===== config.mk =====
export PLATFORM = sky130hd
export DESIGN_NAME = yield_curve_linear_interp_table_flat
export DESIGN_NICKNAME = d
export VERILOG_FILES = /design/src/hdl/ycl_pkg.sv /design/src/hdl/ycl_ifs.sv /design/src/hdl/ycl_ctrl.sv /design/src/hdl/ycl_dp.sv /design/src/hdl/yield_curve_linear_interp_table.sv /design/src/flat_wrapper.sv
export SDC_FILE = /design/constraint.sdc
export NUM_CORES = 2
export LEC_CHECK = 0
export BUFFER_PORTS_ARGS = -buffer_cell sky130_fd_sc_hd__buf_4
export CAP_MARGIN = 5
export CORE_AREA = 2 2 448 450
export CTS_CLUSTER_DIAMETER = 200
export CTS_CLUSTER_SIZE = 12
export DETAILED_ROUTE_END_ITERATION = 7
export DIE_AREA = 0 0 450 452
export PLACE_DENSITY_LB_ADDON = 0.1
export SYNTH_ARGS = -nofsm -noshare
export SYNTH_HDL_FRONTEND = slang
export SYNTH_SLANG_ARGS = --single-unit

===== constraint.sdc =====
create_clock -name clk -period 28.2 [get_ports clk]
set_clock_uncertainty 0.05 [all_clocks]
set_input_delay 4.23 -clock clk [delete_from_list [all_inputs] [get_ports clk]]
set_output_delay 4.23 -clock clk [all_outputs]
set_load 0.01 [all_outputs]

===== src/hdl/ycl_pkg.sv =====
// Shared types and constants for the yield curve interpolation table.
// Used by the interfaces, the controller, the datapath and the top level.
package ycl_pkg;

  localparam int unsigned MAX_POINTS_DEF = 32;
  localparam int unsigned MAT_W = 23;
  localparam int unsigned RATE_W = 28;
  localparam int unsigned PROD_W = RATE_W + 1 + MAT_W;
  localparam int unsigned DCNT_W = $clog2(PROD_W);
  localparam logic signed [RATE_W-1:0] DEFAULT_RATE_RST = 28'sd838861;
  localparam logic signed [RATE_W-1:0] RATE_MAX = 28'sh7FFFFFF;
  localparam logic signed [RATE_W-1:0] RATE_MIN = 28'sh8000000;

  typedef enum logic [1:0] {
    CMD_INSERT = 2'd0,
    CMD_QUERY  = 2'd1,
    CMD_SHIFT  = 2'd2,
    CMD_NONE   = 2'd3
  } cmd_t;

  typedef enum logic [4:0] {
    OP_NOP, OP_LOAD, OP_RD_IDX, OP_SCAN, OP_WR_HIT, OP_SET_FULL,
    OP_RD_PM1, OP_MOVE, OP_WR_NEW, OP_RES_DEF, OP_RES_HI, OP_RD_LAST,
    OP_RES_RD, OP_RD_PREV, OP_SAVE_LO, OP_MUL, OP_DIV, OP_FIN,
    OP_IDX_CLR, OP_SH_WR, OP_PUSH
  } dp_op_t;

  typedef struct packed {
    dp_op_t op;
  } dp_cmd_t;

  typedef struct packed {
    cmd_t cmd;
    logic idx_eq_cnt;
    logic idx_zero;
    logic p_eq_idx;
    logic cnt_zero;
    logic full;
    logic lt;
    logic hit;
    logic div_last;
    logic out_busy;
  } dp_stat_t;

endpackage


===== src/hdl/ycl_ifs.sv =====
// Handshake channel interfaces for commands, results and configuration.
// Depends on ycl_pkg for the field widths.
interface ycl_in_if import ycl_pkg::*; ();
  logic valid;
  logic ready;
  logic [1:0] command;
  logic [MAT_W-1:0] maturity;
  logic signed [RATE_W-1:0] rate_value;
  modport source (output valid, command, maturity, rate_value, input ready);
  modport sink (input valid, command, maturity, rate_value, output ready);
endinterface

interface ycl_out_if import ycl_pkg::*; ();
  logic valid;
  logic ready;
  logic signed [RATE_W-1:0] rate_result;
  logic status;
  modport source (output valid, rate_result, status, input ready);
  modport sink (input valid, rate_result, status, output ready);
endinterface

interface ycl_cfg_if import ycl_pkg::*; ();
  logic valid;
  logic ready;
  logic signed [RATE_W-1:0] data;
  modport source (output valid, data, input ready);
  modport sink (input valid, data, output ready);
endinterface


===== src/hdl/ycl_ctrl.sv =====
// Sequencing state machine for the yield curve table.
// Depends on ycl_pkg; drives datapath commands from datapath status.
module ycl_ctrl import ycl_pkg::*; (
  input  logic     clk,
  input  logic     rst_n,
  input  logic     in_valid,
  output logic     in_ready,
  input  dp_stat_t stat,
  output dp_cmd_t  dcmd
);

  typedef enum logic [14:0] {
    S_IDLE      = 15'b000000000000001,
    S_SCAN_RD   = 15'b000000000000010,
    S_SCAN_CMP  = 15'b000000000000100,
    S_DECIDE    = 15'b000000000001000,
    S_MV        = 15'b000000000010000,
    S_MV_WR     = 15'b000000000100000,
    S_LAST_WAIT = 15'b000000001000000,
    S_PREV_WAIT = 15'b000000010000000,
    S_MUL       = 15'b000000100000000,
    S_DIV       = 15'b000001000000000,
    S_FIN       = 15'b000010000000000,
    S_SH        = 15'b000100000000000,
    S_SH_WR     = 15'b001000000000000,
    S_OUT       = 15'b010000000000000,
    S_SPARE     = 15'b100000000000000
  } state_t;

  state_t state_r, state_nxt;

  always_ff @(posedge clk) begin
    if (!rst_n) begin
      state_r <= S_IDLE;
    end else begin
      state_r <= state_nxt;
    end
  end

  assign in_ready = (state_r == S_IDLE);

  always_comb begin
    state_nxt = state_r;
    dcmd.op = OP_NOP;
    case (state_r)
      S_IDLE: begin
        if (in_valid) begin
          dcmd.op = OP_LOAD;
          state_nxt = S_SCAN_RD;
        end
      end
      S_SCAN_RD: begin
        if (stat.idx_eq_cnt) begin
          state_nxt = S_DECIDE;
        end else begin
          dcmd.op = OP_RD_IDX;
          state_nxt = S_SCAN_CMP;
        end
      end
      S_SCAN_CMP: begin
        dcmd.op = OP_SCAN;
        state_nxt = stat.lt ? S_SCAN_RD : S_DECIDE;
      end
      S_DECIDE: begin
        case (stat.cmd)
          CMD_INSERT: begin
            if (stat.hit) begin
              dcmd.op = OP_WR_HIT;
              state_nxt = S_OUT;
            end else if (stat.full) begin
              dcmd.op = OP_SET_FULL;
              state_nxt = S_OUT;
            end else begin
              state_nxt = S_MV;
            end
          end
          CMD_QUERY: begin
            if (stat.cnt_zero) begin
              dcmd.op = OP_RES_DEF;
              state_nxt = S_OUT;
            end else if (stat.hit || stat.idx_zero) begin
              dcmd.op = OP_RES_HI;
              state_nxt = S_OUT;
            end else if (stat.idx_eq_cnt) begin
              dcmd.op = OP_RD_LAST;
              state_nxt = S_LAST_WAIT;
            end else begin
              dcmd.op = OP_RD_PREV;
              state_nxt = S_PREV_WAIT;
            end
          end
          CMD_SHIFT: begin
            dcmd.op = OP_IDX_CLR;
            state_nxt = S_SH;
          end
          default: state_nxt = S_OUT;
        endcase
      end
      S_MV: begin
        if (stat.p_eq_idx) begin
          dcmd.op = OP_WR_NEW;
          state_nxt = S_OUT;
        end else begin
          dcmd.op = OP_RD_PM1;
          state_nxt = S_MV_WR;
        end
      end
      S_MV_WR: begin
        dcmd.op = OP_MOVE;
        state_nxt = S_MV;
      end
      S_LAST_WAIT: begin
        dcmd.op = OP_RES_RD;
        state_nxt = S_OUT;
      end
      S_PREV_WAIT: begin
        dcmd.op = OP_SAVE_LO;
        state_nxt = S_MUL;
      end
      S_MUL: begin
        dcmd.op = OP_MUL;
        state_nxt = S_DIV;
      end
      S_DIV: begin
        dcmd.op = OP_DIV;
        if (stat.div_last) begin
          state_nxt = S_FIN;
        end
      end
      S_FIN: begin
        dcmd.op = OP_FIN;
        state_nxt = S_OUT;
      end
      S_SH: begin
        if (stat.idx_eq_cnt) begin
          state_nxt = S_OUT;
        end else begin
          dcmd.op = OP_RD_IDX;
          state_nxt = S_SH_WR;
        end
      end
      S_SH_WR: begin
        dcmd.op = OP_SH_WR;
        state_nxt = S_SH;
      end
      S_OUT: begin
        if (!stat.out_busy) begin
          dcmd.op = OP_PUSH;
          state_nxt = S_IDLE;
        end
      end
      default: state_nxt = S_IDLE;
    endcase
  end

endmodule


===== src/hdl/ycl_dp.sv =====
// Datapath of the yield curve table: point memories, counters, multiplier,
// serial divider and result register. Depends on ycl_pkg.
module ycl_dp import ycl_pkg::*; #(
  parameter int unsigned MAX_POINTS = MAX_POINTS_DEF
) (
  input  logic                     clk,
  input  logic                     rst_n,
  input  dp_cmd_t                  dcmd,
  output dp_stat_t                 stat,
  input  logic [1:0]               in_command,
  input  logic [MAT_W-1:0]         in_maturity,
  input  logic signed [RATE_W-1:0] in_rate_value,
  input  logic                     cfg_we,
  input  logic signed [RATE_W-1:0] cfg_data,
  output logic                     out_valid,
  input  logic                     out_ready,
  output logic signed [RATE_W-1:0] out_rate_result,
  output logic                     out_status
);

  localparam int unsigned AW = (MAX_POINTS > 1) ? $clog2(MAX_POINTS) : 1;
  localparam int unsigned CW = $clog2(MAX_POINTS + 1);

  logic [MAT_W-1:0]         mat_mem [MAX_POINTS];
  logic signed [RATE_W-1:0] rate_mem [MAX_POINTS];
  logic [MAT_W-1:0]         rd_mat_r;
  logic signed [RATE_W-1:0] rd_rate_r;

  logic [CW-1:0] count_r, idx_r, p_r;
  logic [1:0] cmd_r;
  logic [MAT_W-1:0] m_r, t_hi_r, t_lo_r, dt_r, rem_r;
  logic signed [RATE_W-1:0] rv_r, r_hi_r, r_lo_r, def_r, res_r;
  logic status_r, hit_r, neg_r;
  logic [PROD_W-1:0] quo_r;
  logic [DCNT_W-1:0] dcnt_r;
  logic out_valid_r;
  logic signed [RATE_W-1:0] out_rate_r;
  logic out_status_r;

  logic [CW-1:0] ra_full;
  logic [AW-1:0] ra, wa;
  logic we_mat, we_rate;
  logic [MAT_W-1:0] wd_mat;
  logic signed [RATE_W-1:0] wd_rate;
  logic signed [RATE_W:0] dr, sh_sum, sq, fin_sum;
  logic [RATE_W:0] dr_mag;
  logic [MAT_W-1:0] dm;
  logic [MAT_W:0] trial, trial_sub;
  logic ge;

  always_comb begin
    case (dcmd.op)
      OP_RD_PM1:  ra_full = p_r - CW'(1);
      OP_RD_LAST: ra_full = count_r - CW'(1);
      OP_RD_PREV: ra_full = idx_r - CW'(1);
      default:    ra_full = idx_r;
    endcase
    ra = ra_full[AW-1:0];
  end

  assign sh_sum = {rd_rate_r[RATE_W-1], rd_rate_r} + {rv_r[RATE_W-1], rv_r};

  always_comb begin
    we_mat = 1'b0;
    we_rate = 1'b0;
    wa = idx_r[AW-1:0];
    wd_mat = m_r;
    wd_rate = rv_r;
    case (dcmd.op)
      OP_WR_HIT: we_rate = 1'b1;
      OP_WR_NEW: begin
        we_mat = 1'b1;
        we_rate = 1'b1;
      end
      OP_MOVE: begin
        we_mat = 1'b1;
        we_rate = 1'b1;
        wa = p_r[AW-1:0];
        wd_mat = rd_mat_r;
        wd_rate = rd_rate_r;
      end
      OP_SH_WR: begin
        we_rate = 1'b1;
        if (sh_sum > $signed({RATE_MAX[RATE_W-1], RATE_MAX})) begin
          wd_rate = RATE_MAX;
        end else if (sh_sum < $signed({RATE_MIN[RATE_W-1], RATE_MIN})) begin
          wd_rate = RATE_MIN;
        end else begin
          wd_rate = sh_sum[RATE_W-1:0];
        end
      end
      default: we_mat = 1'b0;
    endcase
  end

  always_ff @(posedge clk) begin
    if (we_mat) begin
      mat_mem[wa] <= wd_mat;
    end
    if (we_rate) begin
      rate_mem[wa] <= wd_rate;
    end
    rd_mat_r <= mat_mem[ra];
    rd_rate_r <= rate_mem[ra];
  end

  assign dr = {r_hi_r[RATE_W-1], r_hi_r} - {r_lo_r[RATE_W-1], r_lo_r};
  assign dr_mag = dr[RATE_W] ? (RATE_W+1)'(0) - dr : dr;
  assign dm = m_r - t_lo_r;
  assign trial = {rem_r, quo_r[PROD_W-1]};
  assign trial_sub = trial - {1'b0, dt_r};
  assign ge = (trial >= {1'b0, dt_r});
  assign sq = neg_r ? -$signed(quo_r[RATE_W:0]) : $signed(quo_r[RATE_W:0]);
  assign fin_sum = {r_lo_r[RATE_W-1], r_lo_r} + sq;

  always_ff @(posedge clk) begin
    if (!rst_n) begin
      count_r <= '0;
      def_r <= DEFAULT_RATE_RST;
      out_valid_r <= 1'b0;
    end else begin
      if (cfg_we) begin
        def_r <= cfg_data;
      end
      if (out_valid_r && out_ready) begin
        out_valid_r <= 1'b0;
      end
      case (dcmd.op)
        OP_WR_NEW: count_r <= count_r + CW'(1);
        OP_PUSH:   out_valid_r <= 1'b1;
        default:   count_r <= count_r;
      endcase
    end
  end

  always_ff @(posedge clk) begin
    case (dcmd.op)
      OP_LOAD: begin
        cmd_r <= in_command;
        m_r <= in_maturity;
        rv_r <= in_rate_value;
        idx_r <= '0;
        p_r <= count_r;
        hit_r <= 1'b0;
        res_r <= '0;
        status_r <= 1'b0;
      end
      OP_SCAN: begin
        t_hi_r <= rd_mat_r;
        r_hi_r <= rd_rate_r;
        if (rd_mat_r < m_r) begin
          idx_r <= idx_r + CW'(1);
        end else begin
          hit_r <= (rd_mat_r == m_r);
        end
      end
      OP_SET_FULL: status_r <= 1'b1;
      OP_MOVE:     p_r <= p_r - CW'(1);
      OP_RES_DEF:  res_r <= def_r;
      OP_RES_HI:   res_r <= r_hi_r;
      OP_RES_RD:   res_r <= rd_rate_r;
      OP_SAVE_LO: begin
        t_lo_r <= rd_mat_r;
        r_lo_r <= rd_rate_r;
      end
      OP_MUL: begin
        quo_r <= PROD_W'(dr_mag * dm);
        neg_r <= dr[RATE_W];
        dt_r <= t_hi_r - t_lo_r;
        rem_r <= '0;
        dcnt_r <= DCNT_W'(PROD_W - 1);
      end
      OP_DIV: begin
        rem_r <= ge ? trial_sub[MAT_W-1:0] : trial[MAT_W-1:0];
        quo_r <= {quo_r[PROD_W-2:0], ge};
        dcnt_r <= dcnt_r - DCNT_W'(1);
      end
      OP_FIN:     res_r <= fin_sum[RATE_W-1:0];
      OP_IDX_CLR: idx_r <= '0;
      OP_SH_WR:   idx_r <= idx_r + CW'(1);
      OP_PUSH: begin
        out_rate_r <= res_r;
        out_status_r <= status_r;
      end
      default: res_r <= res_r;
    endcase
  end

  assign stat.cmd = cmd_t'(cmd_r);
  assign stat.idx_eq_cnt = (idx_r == count_r);
  assign stat.idx_zero = (idx_r == '0);
  assign stat.p_eq_idx = (p_r == idx_r);
  assign stat.cnt_zero = (count_r == '0);
  assign stat.full = (count_r == CW'(MAX_POINTS));
  assign stat.lt = (rd_mat_r < m_r);
  assign stat.hit = hit_r;
  assign stat.div_last = (dcnt_r == '0);
  assign stat.out_busy = out_valid_r && !out_ready;

  assign out_valid = out_valid_r;
  assign out_rate_result = out_rate_r;
  assign out_status = out_status_r;

endmodule


===== src/hdl/yield_curve_linear_interp_table.sv =====
// Yield curve table with piecewise linear interpolation: one command word in,
// one result word out. A command scans the stored points; an insert may then
// move points and a shift steps through every stored point; an interpolating
// query runs the one-bit-per-cycle serial divider over the 52-bit product.
// One command is worked on at a time.
module yield_curve_linear_interp_table import ycl_pkg::*; #(
  parameter int unsigned MAX_POINTS = MAX_POINTS_DEF
) (
  input logic        clk,
  input logic        rst_n,
  ycl_in_if.sink     in_ch,
  ycl_out_if.source  out_ch,
  ycl_cfg_if.sink    cfg_ch
);

  dp_cmd_t  dcmd;
  dp_stat_t stat;

  assign cfg_ch.ready = 1'b1;

  ycl_ctrl u_ctrl (
    .clk      (clk),
    .rst_n    (rst_n),
    .in_valid (in_ch.valid),
    .in_ready (in_ch.ready),
    .stat     (stat),
    .dcmd     (dcmd)
  );

  ycl_dp #(.MAX_POINTS(MAX_POINTS)) u_dp (
    .clk             (clk),
    .rst_n           (rst_n),
    .dcmd            (dcmd),
    .stat            (stat),
    .in_command      (in_ch.command),
    .in_maturity     (in_ch.maturity),
    .in_rate_value   (in_ch.rate_value),
    .cfg_we          (cfg_ch.valid),
    .cfg_data        (cfg_ch.data),
    .out_valid       (out_ch.valid),
    .out_ready       (out_ch.ready),
    .out_rate_result (out_ch.rate_result),
    .out_status      (out_ch.status)
  );

  a_one_at_a_time: assert property (@(posedge clk) disable iff (!rst_n)
    in_ch.valid && in_ch.ready |=> !in_ch.ready)
    else $error("Command word accepted while one is in progress.");

  a_status_zero_rate: assert property (@(posedge clk) disable iff (!rst_n)
    out_ch.valid && out_ch.status |-> out_ch.rate_result == '0)
    else $error("Table full result carries a nonzero rate.");

  a_reset_clears_out: assert property (@(posedge clk)
    !rst_n |=> !out_ch.valid)
    else $error("Result valid after reset.");

endmodule

===== src/flat_wrapper.sv =====
// flat-port wrapper written by rule: the top's interface ports become plain ports
module yield_curve_linear_interp_table_flat import ycl_pkg::*;
#(
  parameter int unsigned MAX_POINTS = MAX_POINTS_DEF
)
  (clk, rst_n, in_ch_valid, in_ch_command, in_ch_maturity, in_ch_rate_value, in_ch_ready, out_ch_valid, out_ch_rate_result, out_ch_status, out_ch_ready, cfg_ch_valid, cfg_ch_data, cfg_ch_ready);
  ycl_in_if in_ch_i ();
  ycl_out_if out_ch_i ();
  ycl_cfg_if cfg_ch_i ();
  input logic clk;
  input logic rst_n;
  input wire logic [$bits(in_ch_i.valid)-1:0] in_ch_valid;
  input wire logic [$bits(in_ch_i.command)-1:0] in_ch_command;
  input wire logic [$bits(in_ch_i.maturity)-1:0] in_ch_maturity;
  input wire logic [$bits(in_ch_i.rate_value)-1:0] in_ch_rate_value;
  output wire logic [$bits(in_ch_i.ready)-1:0] in_ch_ready;
  output wire logic [$bits(out_ch_i.valid)-1:0] out_ch_valid;
  output wire logic [$bits(out_ch_i.rate_result)-1:0] out_ch_rate_result;
  output wire logic [$bits(out_ch_i.status)-1:0] out_ch_status;
  input wire logic [$bits(out_ch_i.ready)-1:0] out_ch_ready;
  input wire logic [$bits(cfg_ch_i.valid)-1:0] cfg_ch_valid;
  input wire logic [$bits(cfg_ch_i.data)-1:0] cfg_ch_data;
  output wire logic [$bits(cfg_ch_i.ready)-1:0] cfg_ch_ready;
  assign in_ch_i.valid = in_ch_valid;
  assign in_ch_i.command = in_ch_command;
  assign in_ch_i.maturity = in_ch_maturity;
  assign in_ch_i.rate_value = in_ch_rate_value;
  assign in_ch_ready = in_ch_i.ready;
  assign out_ch_valid = out_ch_i.valid;
  assign out_ch_rate_result = out_ch_i.rate_result;
  assign out_ch_status = out_ch_i.status;
  assign out_ch_i.ready = out_ch_ready;
  assign cfg_ch_i.valid = cfg_ch_valid;
  assign cfg_ch_i.data = cfg_ch_data;
  assign cfg_ch_ready = cfg_ch_i.ready;
  yield_curve_linear_interp_table #(.MAX_POINTS(MAX_POINTS)) u_core (.clk(clk), .rst_n(rst_n), .in_ch(in_ch_i), .out_ch(out_ch_i), .cfg_ch(cfg_ch_i));
endmodule

==> run summary <==
WORST SETUP PATH
---------------------------------------------------------------------------------
Critical path start-end classification                                 reg -> reg
Required time at the endpoint of the critical path                       28730 ps
Slowest stage delay, CP                                                   1090 ps
Arrival time reported for the critical path endpoint                     14170 ps
Worst-path cell with the longest stage delay                         sky130_fd_sc_hd__xor2_1
Max FO, Critical Path                                                          27
Type of origin of the critical path                                      register
Crit. End Element                                                        register
Most common cell type on the critical path                           sky130_fd_sc_hd__fa_1

YOSYS
---------------------------------------------------------------------------------
Post-synth net total                                                         9145
Number of warnings printed during yosys synthesis                               0
Fraction of registers with async set or reset after synthesis                  0%
Synthesized netlist cell count                                               8128
Fraction of synthesized cell area taken by the top area cell type           54.1%
Dominant cell by count in the synthesized netlist                    sky130_fd_sc_hd__edfxtp_1
Fraction of the yosys area taken by sequential cells                        56.0%
Top cells by count, synth                                            sky130_fd_sc_hd__edfxtp_1 (1963), sky130_fd_sc_hd__nand2_1 (812), sky130_fd_sc_hd__inv_1 (785)
Most area-consuming cells after synthesis                            sky130_fd_sc_hd__edfxtp_1 (54%), sky130_fd_sc_hd__fa_1 (10%), sky130_fd_sc_hd__mux4_2 (4.2%), sky130_fd_sc_hd__ha_1 (4.1%), sky130_fd_sc_hd__mux2i_1 (2.8%)
EDFF count, synth                                                            1963
Mean post-synth cell area                                                13.4 µm²
Netlist area before placement                                           0.109 mm²
Yosys top cell by area                                               sky130_fd_sc_hd__edfxtp_1
Number of different library cells in the post-synthesis netlist                98
Yosys reg bits                                                               2063
Main synth FF type                                                   sky130_fd_sc_hd__edfxtp_1

CLOCK NETWORK
---------------------------------------------------------------------------------
Cts bufs inserted                                                             190
Skew-Pair Late Insertion Delay                                             880 ps
Post-CTS Repair Setup Buffers                                                   0
Resized cells post-CTS                                                          0
TritonCTS clock tree                                                          yes
H-tree levels                                                                   4
Number of buffers added to fix hold violations after cts                        0
Clock root buffer master                                             sky130_fd_sc_hd__clkbuf_16
Maximum number of buffers from clock root to sink                               3
CTS Sinks                                                                    2063
Register clock-pin slew on the reported worst setup and hold paths          70 ps

FINAL LAYOUT
---------------------------------------------------------------------------------
Number of fill cells                                                        15600
Number of nets in the layout                                                 9266
Area growth from synthesis to layout                                        9.81%
Ratio of cells with drive above 1 in the final layout                       11.1%

ROUTE
---------------------------------------------------------------------------------
Total Routed Length                                                        304 mm
Via density per instance                                                     6.15
Antenna-violating nets left                                                     0
Wire length on met2                                                        144 mm
Post-route met1 wirelength                                                 122 mm
Vias post-DR                                                                67900
Top metal layer carrying routed signals                                      met4
Number of iterations in the first detailed-routing pass                         7
WL met3                                                                   25.5 mm
Remaining design rule violation count                                           0
Average wire per standard cell                                            27.5 µm
Violation count after the first detailed-routing iteration                   7840

MIN PATH
---------------------------------------------------------------------------------
Worst hold path class                                                  reg -> reg

GLOBAL ROUTING
---------------------------------------------------------------------------------
GRT Overall Usage                                                           30.0%
Vias in the first global route                                              68300
Total overflow reported by the global router                                    0
First-pass GRT wire length                                                 449 mm
Number of antenna violations at the first check in global routing               5
Maximum number of pins on one net before global-route repair                  156

TIMING
---------------------------------------------------------------------------------
Setup-failing EPs final                                                         0
Unrepaired setup endpoints after global routing                                no
Max Freq                                                                 73.3 MHz
Hold violation total from the final report                                      0
Final TNS setup                                                              0 ps
Final-report max-slew violation count                                           0
Minimum period implied by the final worst setup slack                    13640 ps
Setup slack of the critical path after layout                            14560 ps
Period Utilization, post-route                                              48.4%
Max transition margin                                                       8.57%
Actual slew at the worst max-slew pin                                     1370 ps

PLACEMENT
---------------------------------------------------------------------------------
Number of I/O port buffers                                                    116
Post-placement worst setup slack                                         14720 ps
RD Place Congestion                                                         0.965
Half-perimeter wire length after placement                                 190 mm

FLOORPLANNING
---------------------------------------------------------------------------------
Initial cell density of the core                                            54.8%
Total I/O pin count                                                           118
Number of placement rows                                                      164
Core Footprint                                                          0.199 mm²
Floorplan die area                                                      0.203 mm²
Horizontal die dimension                                                   450 µm
Die Span Y                                                                 452 µm

OUTCOME
---------------------------------------------------------------------------------
Run status                                                           finished, final reports clean

RUN
---------------------------------------------------------------------------------
Max-cap violation count                                                         0

[state kept, by name (all words and copies together) (netlist names), 28 cells and up]
register / cells
u_core.u_dp.res_r: 28
u_core.u_dp.def_r: 28
u_core.u_dp.quo_r: 52
u_core.u_dp.rv_r: 28
u_core.u_dp.out_rate_result: 28
u_core.u_dp.rd_rate_r: 28
u_core.u_dp.r_lo_r: 28
u_core.u_dp.mat_mem: 736
u_core.u_dp.rate_mem: 896
u_core.u_dp.r_hi_r: 28
[routing by layer]
layer	global-route usage [%]	up-vias
li1	-	29500
met1	41.6	34800
met2	48.5	2960
met3	4.44	607
met4	11.1	0
met5	0	-
[cell families (layout without fill, tap and decap cells)]
kind of cell | Yosys count | after routing | synth area share [%]
flops | 2063 | 2063 | 56.0
fa+ha+maj | 931 | 931 | 14.6
buf+inv | 1172 | 1425 | 4.17
compound gates | 1187 | 1187 | 7.55
xor+xnor | 292 | 292 | 2.36
simple gates | 1966 | 1966 | 8.20
other cells | 1 | 5 | 0.00344
mux | 516 | 516 | 7.10
[layout make-up]
cell class	count	area (µm²)	share of cell area (%)
inverters	786	2950	2.47
multi-input cells	4893	44300	37.1
clock buffers	309	5240	4.39
clock inverters	15	299	0.250
diodes	4	10.0	0.00837
well taps	2656	3320	2.78
repair buffers	315	2470	2.07
flip-flops and latches	2063	60900	51.0
[through the flow]
stage | cell area [µm²] | hold slack, ps | instances | utilization [%]
after floorplan | 109000 | 350 | 8128 | -
after global placement | 114000 | 351 | 10700 | 57.4
after detailed placement | 114000 | 355 | 10700 | 57.4
after CTS | 119000 | 328 | 11000 | 60.1
after global routing | 120000 | 331 | 11000 | 60.2
final | 120000 | 337 | 11000 | 60.2
[critical path, delay by kind of cell, from the launching register on]
kind	cells	cell delay (ps)
AO/OA/AOI/OAI	15	4720
XOR/XNOR	1	1090
adder cells (fa/ha/maj)	10	4590
buffers and inverters	5	960
flip-flops	1	400
multiplexers	1	310
AND/OR/NAND/NOR	6	1230
[final timing paths]
path | endpoint | slack, ps | depth (start not counted) | start
setup reg to reg | u_core.u_dp.quo_r[51] | 14560 | 38 | u_core.u_dp.r_lo_r[0]
hold / removal | u_core.u_dp.out_rate_result[3] | 340 | 0 | u_core.u_dp.res_r[3]
hold reg to reg | u_core.u_dp.out_rate_result[3] | 340 | 0 | u_core.u_dp.res_r[3]
setup / recovery | u_core.u_dp.quo_r[51] | 14560 | 38 | u_core.u_dp.r_lo_r[0]
[cell usage in the layout, fill, tap and decap left out, types with 100 or more instances in the layout]
cell                        netlist  routed
sky130_fd_sc_hd__edfxtp_1      1963    1963
sky130_fd_sc_hd__nand2_1        812     812
sky130_fd_sc_hd__inv_1          785     783
sky130_fd_sc_hd__fa_1           570     569
sky130_fd_sc_hd__nor2_1         534     464
sky130_fd_sc_hd__ha_1           361     360
sky130_fd_sc_hd__mux2i_1        309     309
sky130_fd_sc_hd__buf_4            4     307
sky130_fd_sc_hd__o21ai_0        275     251
sky130_fd_sc_hd__mux4_2         204     204
sky130_fd_sc_hd__clkbuf_16        0     192
sky130_fd_sc_hd__a21oi_1        171     170
sky130_fd_sc_hd__and2_1         166     166
sky130_fd_sc_hd__xnor2_1        177     161
sky130_fd_sc_hd__a22oi_1        129     129
sky130_fd_sc_hd__a211oi_1       121     121
sky130_fd_sc_hd__clkbuf_1       254     117
sky130_fd_sc_hd__xor2_1         113     105
sky130_fd_sc_hd__a311oi_1       105     105
sky130_fd_sc_hd__dfxtp_1        100     100
Power is left out: the tool's default activity adds up to more than one toggle a clock period on the data nets, which glitch-free logic cannot reach.
